File: src/hsv2rgb_pkg.sv
// ----------------------------------------------------------------------------
// hsv2rgb_pkg
// Widths, constants and shared types of the HSV to RGB converter.
// ----------------------------------------------------------------------------
package hsv2rgb_pkg;

  // Field widths
  localparam int HUE_W = 9;
  localparam int PCT_W = 7;
  localparam int CH_W  = 8;

  // Hue geometry
  localparam int FULL_TURN  = 360;
  localparam int SECTOR_DEG = 60;
  localparam int SEC_W      = 3;
  localparam int REM_W      = 6;

  // Scaled value 255*V
  localparam int A_W = PCT_W + CH_W;

  // Every level is floor(A * M / LVL_DEN) with M = LVL_FULL - S*k
  localparam int M_W      = 13;
  localparam int LVL_FULL = 6000;
  localparam int X_W      = A_W + M_W;
  localparam logic [63:0] LVL_DEN = 64'd600000;

  // Ceiling reciprocal of LVL_DEN; exact for every product below 2^X_W
  localparam int RECIP_SH = 48;
  localparam int RECIP_W  = 29;
  localparam logic [63:0] RECIP_FULL = ((64'd1 << RECIP_SH) / LVL_DEN) + 64'd1;
  localparam logic [RECIP_W-1:0] RECIP = RECIP_W'(RECIP_FULL);
  localparam int PROD_W = X_W + RECIP_W;
  localparam int LVL_W  = PROD_W - RECIP_SH;

  // Register stages from the input side to the output register
  localparam int NUM_STG = 5;

  // Level lanes
  localparam int NUM_LVL = 4;
  localparam int LVL_V   = 0;
  localparam int LVL_P   = 1;
  localparam int LVL_Q   = 2;
  localparam int LVL_T   = 3;

  // Hue sectors
  typedef logic [SEC_W-1:0] sector_t;
  localparam sector_t SEC_R_Y = 3'd0;
  localparam sector_t SEC_Y_G = 3'd1;
  localparam sector_t SEC_G_C = 3'd2;
  localparam sector_t SEC_C_B = 3'd3;
  localparam sector_t SEC_B_M = 3'd4;
  localparam sector_t SEC_M_R = 3'd5;

  typedef logic [NUM_LVL-1:0][M_W-1:0]   mvec_t;
  typedef logic [NUM_LVL-1:0][LVL_W-1:0] lvec_t;

  // Load enables of the pipeline stages below the output register
  typedef struct packed {
    logic s1;
    logic s2;
    logic s3;
    logic s4;
  } pipe_en_t;

endpackage

File: src/hsv_in_if.sv
// ----------------------------------------------------------------------------
// hsv_in_if
// Input channel: one HSV color per beat.
// ----------------------------------------------------------------------------
interface hsv_in_if import hsv2rgb_pkg::*; ();
  logic             valid;
  logic             ready;
  logic [HUE_W-1:0] hue_deg;
  logic [PCT_W-1:0] saturation_pct;
  logic [PCT_W-1:0] value_pct;

  modport source (output valid, output hue_deg, output saturation_pct,
                  output value_pct, input ready);
  modport sink   (input valid, input hue_deg, input saturation_pct,
                  input value_pct, output ready);
endinterface

File: src/hsv_out_if.sv
// ----------------------------------------------------------------------------
// hsv_out_if
// Result channel: one RGB color per beat.
// ----------------------------------------------------------------------------
interface hsv_out_if import hsv2rgb_pkg::*; ();
  logic            valid;
  logic            ready;
  logic [CH_W-1:0] red;
  logic [CH_W-1:0] green;
  logic [CH_W-1:0] blue;

  modport source (output valid, output red, output green, output blue,
                  input ready);
  modport sink   (input valid, input red, input green, input blue,
                  output ready);
endinterface

File: src/hsv2rgb_front.sv
// ----------------------------------------------------------------------------
// hsv2rgb_front
// Stages 1 and 2: hue wrap and sector split, 255*V, and the four level
// multipliers M = 6000 - S*k, clamped at zero.
// ----------------------------------------------------------------------------
module hsv2rgb_front import hsv2rgb_pkg::*; (
  input  logic             clk,
  input  pipe_en_t         en,
  input  logic [HUE_W-1:0] hue,
  input  logic [PCT_W-1:0] sat,
  input  logic [PCT_W-1:0] val,
  output logic [A_W-1:0]   a2,
  output mvec_t            m2,
  output sector_t          sec2
);

  // Stage 1 registers
  sector_t          sec1_r, sec1_nxt;
  logic [REM_W-1:0] rem1_r, rem1_nxt;
  logic [PCT_W-1:0] s1_r;
  logic [A_W-1:0]   a1_r, a1_nxt;

  // Stage 2 registers
  sector_t        sec2_r;
  logic [A_W-1:0] a2_r;
  mvec_t          m2_r, m2_nxt;

  logic [HUE_W-1:0] h_wrap;
  logic [HUE_W-1:0] h_base;
  logic [HUE_W-1:0] h_rem;

  logic [NUM_LVL-1:0][REM_W-1:0] k;
  logic [M_W-1:0]                sk;
  logic [M_W:0]                  m_s;

  // Hue wrap, sector and remainder
  always_comb begin
    h_wrap = (hue >= HUE_W'(FULL_TURN)) ? hue - HUE_W'(FULL_TURN) : hue;
    priority if (h_wrap >= HUE_W'(5 * SECTOR_DEG)) begin
      sec1_nxt = SEC_M_R;
      h_base   = HUE_W'(5 * SECTOR_DEG);
    end else if (h_wrap >= HUE_W'(4 * SECTOR_DEG)) begin
      sec1_nxt = SEC_B_M;
      h_base   = HUE_W'(4 * SECTOR_DEG);
    end else if (h_wrap >= HUE_W'(3 * SECTOR_DEG)) begin
      sec1_nxt = SEC_C_B;
      h_base   = HUE_W'(3 * SECTOR_DEG);
    end else if (h_wrap >= HUE_W'(2 * SECTOR_DEG)) begin
      sec1_nxt = SEC_G_C;
      h_base   = HUE_W'(2 * SECTOR_DEG);
    end else if (h_wrap >= HUE_W'(SECTOR_DEG)) begin
      sec1_nxt = SEC_Y_G;
      h_base   = HUE_W'(SECTOR_DEG);
    end else begin
      sec1_nxt = SEC_R_Y;
      h_base   = '0;
    end
    h_rem    = h_wrap - h_base;
    rem1_nxt = h_rem[REM_W-1:0];
    // 255*V as a shift and subtract
    a1_nxt   = A_W'({val, {CH_W{1'b0}}}) - A_W'(val);
  end

  always_ff @(posedge clk) begin
    if (en.s1) begin
      sec1_r <= sec1_nxt;
      rem1_r <= rem1_nxt;
      s1_r   <= sat;
      a1_r   <= a1_nxt;
    end
  end

  // Per-lane k: v uses 0, p uses 60, q uses rem, t uses 60 - rem
  always_comb begin
    k[LVL_V] = '0;
    k[LVL_P] = REM_W'(SECTOR_DEG);
    k[LVL_Q] = rem1_r;
    k[LVL_T] = REM_W'(SECTOR_DEG) - rem1_r;
    sk       = '0;
    m_s      = '0;
    for (int i = 0; i < NUM_LVL; i++) begin
      sk  = M_W'(s1_r) * M_W'(k[i]);
      m_s = (M_W + 1)'(LVL_FULL) - {1'b0, sk};
      // negative multiplier floors to a zero level
      m2_nxt[i] = m_s[M_W] ? '0 : m_s[M_W-1:0];
    end
  end

  always_ff @(posedge clk) begin
    if (en.s2) begin
      sec2_r <= sec1_r;
      a2_r   <= a1_r;
      m2_r   <= m2_nxt;
    end
  end

  assign a2   = a2_r;
  assign m2   = m2_r;
  assign sec2 = sec2_r;

endmodule

File: src/hsv2rgb_lane.sv
// ----------------------------------------------------------------------------
// hsv2rgb_lane
// Stages 3 and 4 of one level: product A*M, then division by 600000
// through a ceiling reciprocal multiply.
// ----------------------------------------------------------------------------
module hsv2rgb_lane import hsv2rgb_pkg::*; (
  input  logic             clk,
  input  pipe_en_t         en,
  input  logic [A_W-1:0]   a,
  input  logic [M_W-1:0]   m,
  output logic [LVL_W-1:0] lvl
);

  logic [X_W-1:0]    x3_r, x3_nxt;
  logic [LVL_W-1:0]  lvl4_r;
  logic [PROD_W-1:0] prod;

  // Stage 3: level numerator
  assign x3_nxt = X_W'(a) * X_W'(m);

  always_ff @(posedge clk) begin
    if (en.s3) begin
      x3_r <= x3_nxt;
    end
  end

  // Stage 4: floor(x / 600000) = (x * RECIP) >> RECIP_SH
  assign prod = PROD_W'(x3_r) * PROD_W'(RECIP);

  always_ff @(posedge clk) begin
    if (en.s4) begin
      lvl4_r <= prod[PROD_W-1:RECIP_SH];
    end
  end

  assign lvl = lvl4_r;

endmodule

File: src/hsv_to_rgb_converter_unit.sv
// ----------------------------------------------------------------------------
// hsv_to_rgb_converter_unit
// HSV to RGB color converter, five-stage pipeline.
// ----------------------------------------------------------------------------
// Usage:
//   in_ch  takes one beat per color: hue_deg (0..359, 360..511 wrap),
//          saturation_pct and value_pct (0..100; levels beyond 0..255 clamp).
//   out_ch gives one beat per input beat with 8-bit red, green, blue,
//          in input order.
//   Pipeline stages: hue split, level multiplier, product, reciprocal
//   multiply, clamp and sector mux into the output register.
//   Throughput: one beat per clock while the receiver does not stall.
//   Reset (rst_n low, synchronous) clears every stage's valid bit; the
//   block comes out empty with in_ch.ready high.
//   When the receiver stalls, the output beat holds and stages fill up
//   behind it; in_ch.ready drops only when every stage holds a beat.
//   Nothing is dropped or repeated.
// ----------------------------------------------------------------------------
module hsv_to_rgb_converter_unit import hsv2rgb_pkg::*; (
  input logic      clk,
  input logic      rst_n,
  hsv_in_if.sink   in_ch,
  hsv_out_if.source out_ch
);

  logic [NUM_STG-1:0] vld_r, vld_nxt;
  logic [NUM_STG-1:0] rdy;
  pipe_en_t           pen;

  logic [A_W-1:0] a2;
  mvec_t          m2;
  sector_t        sec2;
  sector_t        sec3_r, sec4_r;
  lvec_t          lvl;
  logic [NUM_LVL-1:0][CH_W-1:0] lc;

  logic [CH_W-1:0] red_r, red_nxt;
  logic [CH_W-1:0] grn_r, grn_nxt;
  logic [CH_W-1:0] blu_r, blu_nxt;

  // Per-stage ready: a stage takes a beat when empty or when it moves on
  always_comb begin
    rdy[NUM_STG-1] = !vld_r[NUM_STG-1] || out_ch.ready;
    for (int i = NUM_STG - 2; i >= 0; i--) begin
      rdy[i] = !vld_r[i] || rdy[i+1];
    end
  end

  assign in_ch.ready = rdy[0];
  assign pen.s1      = rdy[0];
  assign pen.s2      = rdy[1];
  assign pen.s3      = rdy[2];
  assign pen.s4      = rdy[3];

  // Valid bits travel with the data
  always_comb begin
    vld_nxt[0] = rdy[0] ? in_ch.valid : vld_r[0];
    for (int i = 1; i < NUM_STG; i++) begin
      vld_nxt[i] = rdy[i] ? vld_r[i-1] : vld_r[i];
    end
  end

  always_ff @(posedge clk) begin
    if (!rst_n) begin
      vld_r <= '0;
    end else begin
      vld_r <= vld_nxt;
    end
  end

  // Stages 1-2
  hsv2rgb_front u_front (
    .clk  (clk),
    .en   (pen),
    .hue  (in_ch.hue_deg),
    .sat  (in_ch.saturation_pct),
    .val  (in_ch.value_pct),
    .a2   (a2),
    .m2   (m2),
    .sec2 (sec2)
  );

  // Stages 3-4, one lane per level
  for (genvar g = 0; g < NUM_LVL; g++) begin : g_lane
    hsv2rgb_lane u_lane (
      .clk (clk),
      .en  (pen),
      .a   (a2),
      .m   (m2[g]),
      .lvl (lvl[g])
    );
  end

  // Sector rides alongside the lanes
  always_ff @(posedge clk) begin
    if (pen.s3) begin
      sec3_r <= sec2;
    end
    if (pen.s4) begin
      sec4_r <= sec3_r;
    end
  end

  // Stage 5: clamp to 255 and route levels by sector
  always_comb begin
    for (int i = 0; i < NUM_LVL; i++) begin
      lc[i] = lvl[i][LVL_W-1:CH_W] != '0 ? {CH_W{1'b1}} : lvl[i][CH_W-1:0];
    end
    unique case (sec4_r)
      SEC_R_Y: begin
        red_nxt = lc[LVL_V]; grn_nxt = lc[LVL_T]; blu_nxt = lc[LVL_P];
      end
      SEC_Y_G: begin
        red_nxt = lc[LVL_Q]; grn_nxt = lc[LVL_V]; blu_nxt = lc[LVL_P];
      end
      SEC_G_C: begin
        red_nxt = lc[LVL_P]; grn_nxt = lc[LVL_V]; blu_nxt = lc[LVL_T];
      end
      SEC_C_B: begin
        red_nxt = lc[LVL_P]; grn_nxt = lc[LVL_Q]; blu_nxt = lc[LVL_V];
      end
      SEC_B_M: begin
        red_nxt = lc[LVL_T]; grn_nxt = lc[LVL_P]; blu_nxt = lc[LVL_V];
      end
      default: begin
        red_nxt = lc[LVL_V]; grn_nxt = lc[LVL_P]; blu_nxt = lc[LVL_Q];
      end
    endcase
  end

  always_ff @(posedge clk) begin
    if (rdy[NUM_STG-1]) begin
      red_r <= red_nxt;
      grn_r <= grn_nxt;
      blu_r <= blu_nxt;
    end
  end

  assign out_ch.valid = vld_r[NUM_STG-1];
  assign out_ch.red   = red_r;
  assign out_ch.green = grn_r;
  assign out_ch.blue  = blu_r;

endmodule

File: src/flat_wrapper.sv
// flat-port wrapper written by rule: the top's interface ports become plain ports
module hsv_to_rgb_converter_unit_flat import hsv2rgb_pkg::*;
  (clk, rst_n, in_ch_valid, in_ch_hue_deg, in_ch_saturation_pct, in_ch_value_pct, in_ch_ready, out_ch_valid, out_ch_red, out_ch_green, out_ch_blue, out_ch_ready);
  hsv_in_if in_ch_i ();
  hsv_out_if out_ch_i ();
  input logic clk;
  input logic rst_n;
  input wire logic [$bits(in_ch_i.valid)-1:0] in_ch_valid;
  input wire logic [$bits(in_ch_i.hue_deg)-1:0] in_ch_hue_deg;
  input wire logic [$bits(in_ch_i.saturation_pct)-1:0] in_ch_saturation_pct;
  input wire logic [$bits(in_ch_i.value_pct)-1:0] in_ch_value_pct;
  output wire logic [$bits(in_ch_i.ready)-1:0] in_ch_ready;
  output wire logic [$bits(out_ch_i.valid)-1:0] out_ch_valid;
  output wire logic [$bits(out_ch_i.red)-1:0] out_ch_red;
  output wire logic [$bits(out_ch_i.green)-1:0] out_ch_green;
  output wire logic [$bits(out_ch_i.blue)-1:0] out_ch_blue;
  input wire logic [$bits(out_ch_i.ready)-1:0] out_ch_ready;
  assign in_ch_i.valid = in_ch_valid;
  assign in_ch_i.hue_deg = in_ch_hue_deg;
  assign in_ch_i.saturation_pct = in_ch_saturation_pct;
  assign in_ch_i.value_pct = in_ch_value_pct;
  assign in_ch_ready = in_ch_i.ready;
  assign out_ch_valid = out_ch_i.valid;
  assign out_ch_red = out_ch_i.red;
  assign out_ch_green = out_ch_i.green;
  assign out_ch_blue = out_ch_i.blue;
  assign out_ch_i.ready = out_ch_ready;
  hsv_to_rgb_converter_unit u_core (.clk(clk), .rst_n(rst_n), .in_ch(in_ch_i), .out_ch(out_ch_i));
endmodule
File: config.mk
export PLATFORM = sky130hd
export DESIGN_NAME = hsv_to_rgb_converter_unit_flat
export DESIGN_NICKNAME = d
export VERILOG_FILES = /design/src/hsv2rgb_pkg.sv /design/src/hsv_in_if.sv /design/src/hsv_out_if.sv /design/src/hsv2rgb_front.sv /design/src/hsv2rgb_lane.sv /design/src/hsv_to_rgb_converter_unit.sv /design/src/flat_wrapper.sv
export SDC_FILE = /design/constraint.sdc
export NUM_CORES = 2
export LEC_CHECK = 0
export BUFFER_PORTS_ARGS = -buffer_cell sky130_fd_sc_hd__buf_4
export CAP_MARGIN = 20
export CORE_UTILIZATION = 60
export DETAILED_ROUTE_END_ITERATION = 12
export GPL_TIMING_DRIVEN = 0
export PLACE_DENSITY = 0.81
export SKIP_CTS_REPAIR_TIMING = 1
export SLEW_MARGIN = 0
export SYNTH_ARGS = -nofsm -noshare
export SYNTH_HDL_FRONTEND = slang
export SYNTH_SLANG_ARGS = --single-unit
File: constraint.sdc
create_clock -name clk -period 18.5 [get_ports clk]
set_input_delay 1.85 -clock clk [delete_from_list [all_inputs] [get_ports clk]]
set_output_delay 1.85 -clock clk [all_outputs]
set_load 0.03 [all_outputs]
==> results.md <==
- The flow ran to the end, and the final reports show no timing, DRC or antenna violations.
- The number of global-route vias before repair came to 60.4k.
- The kind of cell with the highest combined delay along the critical path is adder cells.
- The multi-input gate area in the final layout is 0.0630 sq mm.
- The maximum achievable frequency is 122 MHz.
- Among the stages of the critical path, the cell type that occurs most often is sky130_fd_sc_hd__fa_1.
- The worst slew slack as a fraction of its limit is 29.9%.
- The kind of end point of the critical path is a flop.
- Data on the critical path is required at its endpoint by 18.83 ns.
- Synthesis produced a netlist with a net count of 11.3k.
- The endpoint identified for the worst register-to-register timing path is u_core.g_lane[3].u_lane.lvl[6].
- The area inside the core boundary is 0.134 sq mm.
- The count of cells in the finished layout, fillers not included, comes to 10.1k.
- The routability congestion estimate is 1.02.
- Clock skew on the completed layout was measured at 0.0576 ns.
- The max-slew violation total from the final report was 0.
- Input and output buffers added on the ports amount to 52.
- The number of buffers and inverters on the critical path is 5.
- The origin of the critical flop-to-flop path is u_core.g_lane[3].u_lane.x3_r[8].
- The count of yosys warnings during synthesis is 0.
- The x dimension of the die is 370 um.
- The maximum buffer depth of the clock tree is 3.
- Yosys attributes the largest share of cell area to sky130_fd_sc_hd__fa_1, sky130_fd_sc_hd__ha_1, sky130_fd_sc_hd__inv_1, sky130_fd_sc_hd__edfxtp_1, sky130_fd_sc_hd__and2_1.
- The number of antenna violations at the first check in global routing is 11.
- The final wirelength is 212000 um.
- The number of synthesized register bits is 263.
- The sum of net half-perimeters after detailed placement is 188000 um.
- Counting flops with an async set or reset pin after synthesis yields a share of 0%.
- For this run, the post-layout net count is 11.4k.
- The sequential cells in the finished layout cover a total of 0.00785 sq mm.
- In the final timing run, aggregate negative setup slack is 0 ns.
- The initial standard-cell utilization of the core is 60.7%.
- The arrival time of the worst setup path is 8.51 ns.
- The hold violation count in the final report was 0.
- The CTS tree is built.
- The post-route netlist has 2.02% of its cells at a drive strength greater than 1.
- After global routing the overflow that remains totals 0.
- For this run, the leading register cell type out of synthesis is sky130_fd_sc_hd__edfxtp_1.
- The number of clock buffers added by TritonCTS is 35.
- The largest single stage delay on the critical path is 0.90 ns.
- The first global-routing pass estimated 338000 um of wire.
- Dividing the detail-routed wire length by the instance count gives 21.1 um.
- The detailed router finished its first iteration with 3798 violations.
- The number of rows in the core area is 134.
- The die outline area is 0.137 sq mm.
- The critical path in this run is classified as flop to flop.
- Entering global routing, the biggest net connects 59 pins.
- The library cell used most frequently in the layout, excluding fill and tap cells, is sky130_fd_sc_hd__inv_1.
- Counting cells, the worst reg-to-reg path comes to 24.
- The clock insertion delay at the later pin of the skew report is 0.63 ns.
- The maximum fanout along the worst path is 6.
- After detailed routing, the number of vias per cell comes to 5.49.
- The relative area change from synthesis to final layout is 4.84%.
- The startpoint of the worst hold path is u_core.u_front.a1_r[0].
- After detailed routing, the number of remaining DRC violations is 0.
- The library cell with the largest summed area after synthesis is sky130_fd_sc_hd__fa_1.
- In this run, synthesis inferred 258 flip-flops with an integrated enable.
- The total iterations of the first detailed-routing run is 10.
- On the critical path, the stage with the largest delay is an instance of sky130_fd_sc_hd__nor4_1.
- The post-route antenna net violation count is 0.
- The aggregate global-route resource usage is 32.4%.
- The final non-filler cell area is 0.0852 sq mm.
- The number of ports placed on the die boundary is 53.
- The worst register-to-register path has a setup slack of 10.32 ns.
- The transition time at the pin with the least slew margin is 1.04 ns.
- Setup repair after global routing left no endpoint under its margin.
- Summing over every cut layer, the via total after detailed routing is 55.4k.
- The total instance count after detailed placement is 10.0k.
- Once placement finished, the instance area stood at 0.0840 sq mm.
- STA classifies the critical path startpoint as a flop.
- The root buffer selected by CTS is sky130_fd_sc_hd__clkbuf_16.
- The shortest clock period the worst path allows after layout is 8.18 ns.
- In this run the cell area of the synthesized design comes to 0.0813 sq mm.
- The tightest min-delay check is of the flop to flop type.
- The number of clock sinks is 263.
- Walking the worst path, the cells encountered are inv_1 -> fa_1 -> clkbuf_1 -> xor2_1 -> ha_1 -> o21bai_1 -> fa_1 -> fa_1 -> fa_1 -> fa_1 -> inv_1 -> fa_1 -> inv_1 -> ha_1 -> nand4_1 -> nor4_1 -> nand2_1 -> nor4_1 -> buf_2 -> or3_1 -> o211ai_2 -> a21oi_2 -> mux2i_1 -> nand3_1.
- In this run the vertical extent of the chip is 370 um.
- Counting the fill cells in the layout gives 10.8k.
- The worst hold endpoint is u_core.u_front.a2[0].
- In the finished design, the share of the clock period the worst path needs comes to 44.2%.
- The clock-pin slew of the registers on the worst-case setup and hold paths is 0.06 ns.
- In the layout the commonest cells are sky130_fd_sc_hd__inv_1, sky130_fd_sc_hd__fa_1, sky130_fd_sc_hd__ha_1.
- The top cell type's share of synthesized area is 40.5%.
- The share of the yosys chip area belonging to registers is 9.65%.
- The number of instances in the synthesized netlist is 8186.
- The number of H-tree levels is 2.
- The synthesized area per cell is 9.93 sq um.
- Max-cap violations in this run came to 0.
- The worst hold path passes through 0 cells.
- Setup violations remaining at the end of the flow were counted as 0.
- The count of distinct cell types in the synthesized netlist is 82.
[worst reg2reg max path, stage by stage, from the launching register on]
cell                       delay [ns]
sky130_fd_sc_hd__edfxtp_1        0.55
sky130_fd_sc_hd__inv_1           0.19
sky130_fd_sc_hd__fa_1            0.53
sky130_fd_sc_hd__clkbuf_1        0.40
sky130_fd_sc_hd__xor2_1          0.13
sky130_fd_sc_hd__ha_1            0.21
sky130_fd_sc_hd__o21bai_1        0.16
sky130_fd_sc_hd__fa_1            0.48
sky130_fd_sc_hd__fa_1            0.62
sky130_fd_sc_hd__fa_1            0.46
sky130_fd_sc_hd__fa_1            0.49
sky130_fd_sc_hd__inv_1           0.05
sky130_fd_sc_hd__fa_1            0.48
sky130_fd_sc_hd__inv_1           0.05
sky130_fd_sc_hd__ha_1            0.28
sky130_fd_sc_hd__nand4_1         0.11
sky130_fd_sc_hd__nor4_1          0.90
sky130_fd_sc_hd__nand2_1         0.23
sky130_fd_sc_hd__nor4_1          0.39
sky130_fd_sc_hd__buf_2           0.27
sky130_fd_sc_hd__or3_1           0.15
sky130_fd_sc_hd__o211ai_2        0.18
sky130_fd_sc_hd__a21oi_2         0.27
sky130_fd_sc_hd__mux2i_1         0.20
sky130_fd_sc_hd__nand3_1         0.09
[how the worst max path moves through the flow]
stage	start	end	slack [ns]	cells past startpoint
6_report	u_core.g_lane[3].u_lane.x3_r[8]	u_core.g_lane[3].u_lane.lvl[6]	10.32	24
5_1_grt	u_core.g_lane[3].u_lane.x3_r[8]	u_core.g_lane[3].u_lane.lvl[6]	10.02	24
4_1_cts	u_core.g_lane[3].u_lane.x3_r[8]	u_core.g_lane[3].u_lane.lvl[6]	10.32	24
3_5_place_dp	u_core.g_lane[3].u_lane.x3_r[8]	u_core.g_lane[3].u_lane.lvl[6]	10.39	24
3_3_place_gp	u_core.g_lane[3].u_lane.x3_r[7]	u_core.g_lane[3].u_lane.lvl[6]	9.94	23
2_1_floorplan	u_core.g_lane[0].u_lane.x3_r[11]	u_core.g_lane[0].u_lane.lvl[8]	12.13	24
[cell usage after synthesis (all sizes together), types with 9 or more instances]
master,number
fa,1644
or2,13
o211ai,14
and3,18
xor2,86
o21a,32
or3,9
and2,325
a21oi,158
a31oi,17
a21boi,9
clkbuf,136
a41oi,10
nor3,51
nand4,21
nand3,48
edfxtp,258
nand2b,17
a211oi,19
nor2,185
o21bai,47
o21ai,161
xnor2,168
nand2,421
o2111ai,18
o32a,9
a21o,123
o31ai,10
inv,2632
nor2b,19
ha,1402
[logic make-up after synthesis]
family / share of synthesized area [%]
mux: 0.0292
buf+inv: 12.8
compound gates: 5.74
flops: 9.65
xor+xnor: 2.76
simple gates: 6.94
fa+ha+maj: 62.1
[cell type report]
type,instances,share of cell area [%]
clock buffer,37,1.04
buffer,139,0.621
clock inverter,27,0.401
tap,1768,2.60
antenna,2,0.00587
timing repair buffer,57,0.567
sequential,263,9.21
inverter,2632,11.6
multi-input combinational,5152,74.0
[layer usage]
metal	vias to the layer above	wire, um	track usage [%]
met2	2051	96900	51.9
met5	-	83	0
met4	14	8030	10.5
met3	432	17300	5.96
met1	28000	90000	44.6
li1	24900	-	-
[flip-flops by register name (all words and copies together), names as in the netlist, 5 cells and up]
name / count
u_core.vld_r: 5
u_core.u_front.a2: 15
u_core.out_ch.green: 8
u_core.out_ch.blue: 8
u_core.u_front.s1_r: 7
u_core.out_ch.red: 8
u_core.g_lane.u_lane.lvl: 36
u_core.g_lane.u_lane.x3_r: 106
u_core.u_front.a1_r: 15
u_core.u_front.rem1_r: 6
u_core.u_front.m2: 37
[metrics by stage]
stage               worst slack (ns)  hold WS (ns)  util [%]
floorplan                      12.13         0.400         -
detailed placement             10.39         0.405      62.7
CTS                            10.32         0.411      63.6
global route                   10.02         0.419      63.6
finish                         10.32         0.414      63.6
global placement                9.94         0.400      62.6
Power is left out: the tool's default activity adds up to more than one toggle a clock period on the data nets, which glitch-free logic cannot reach.
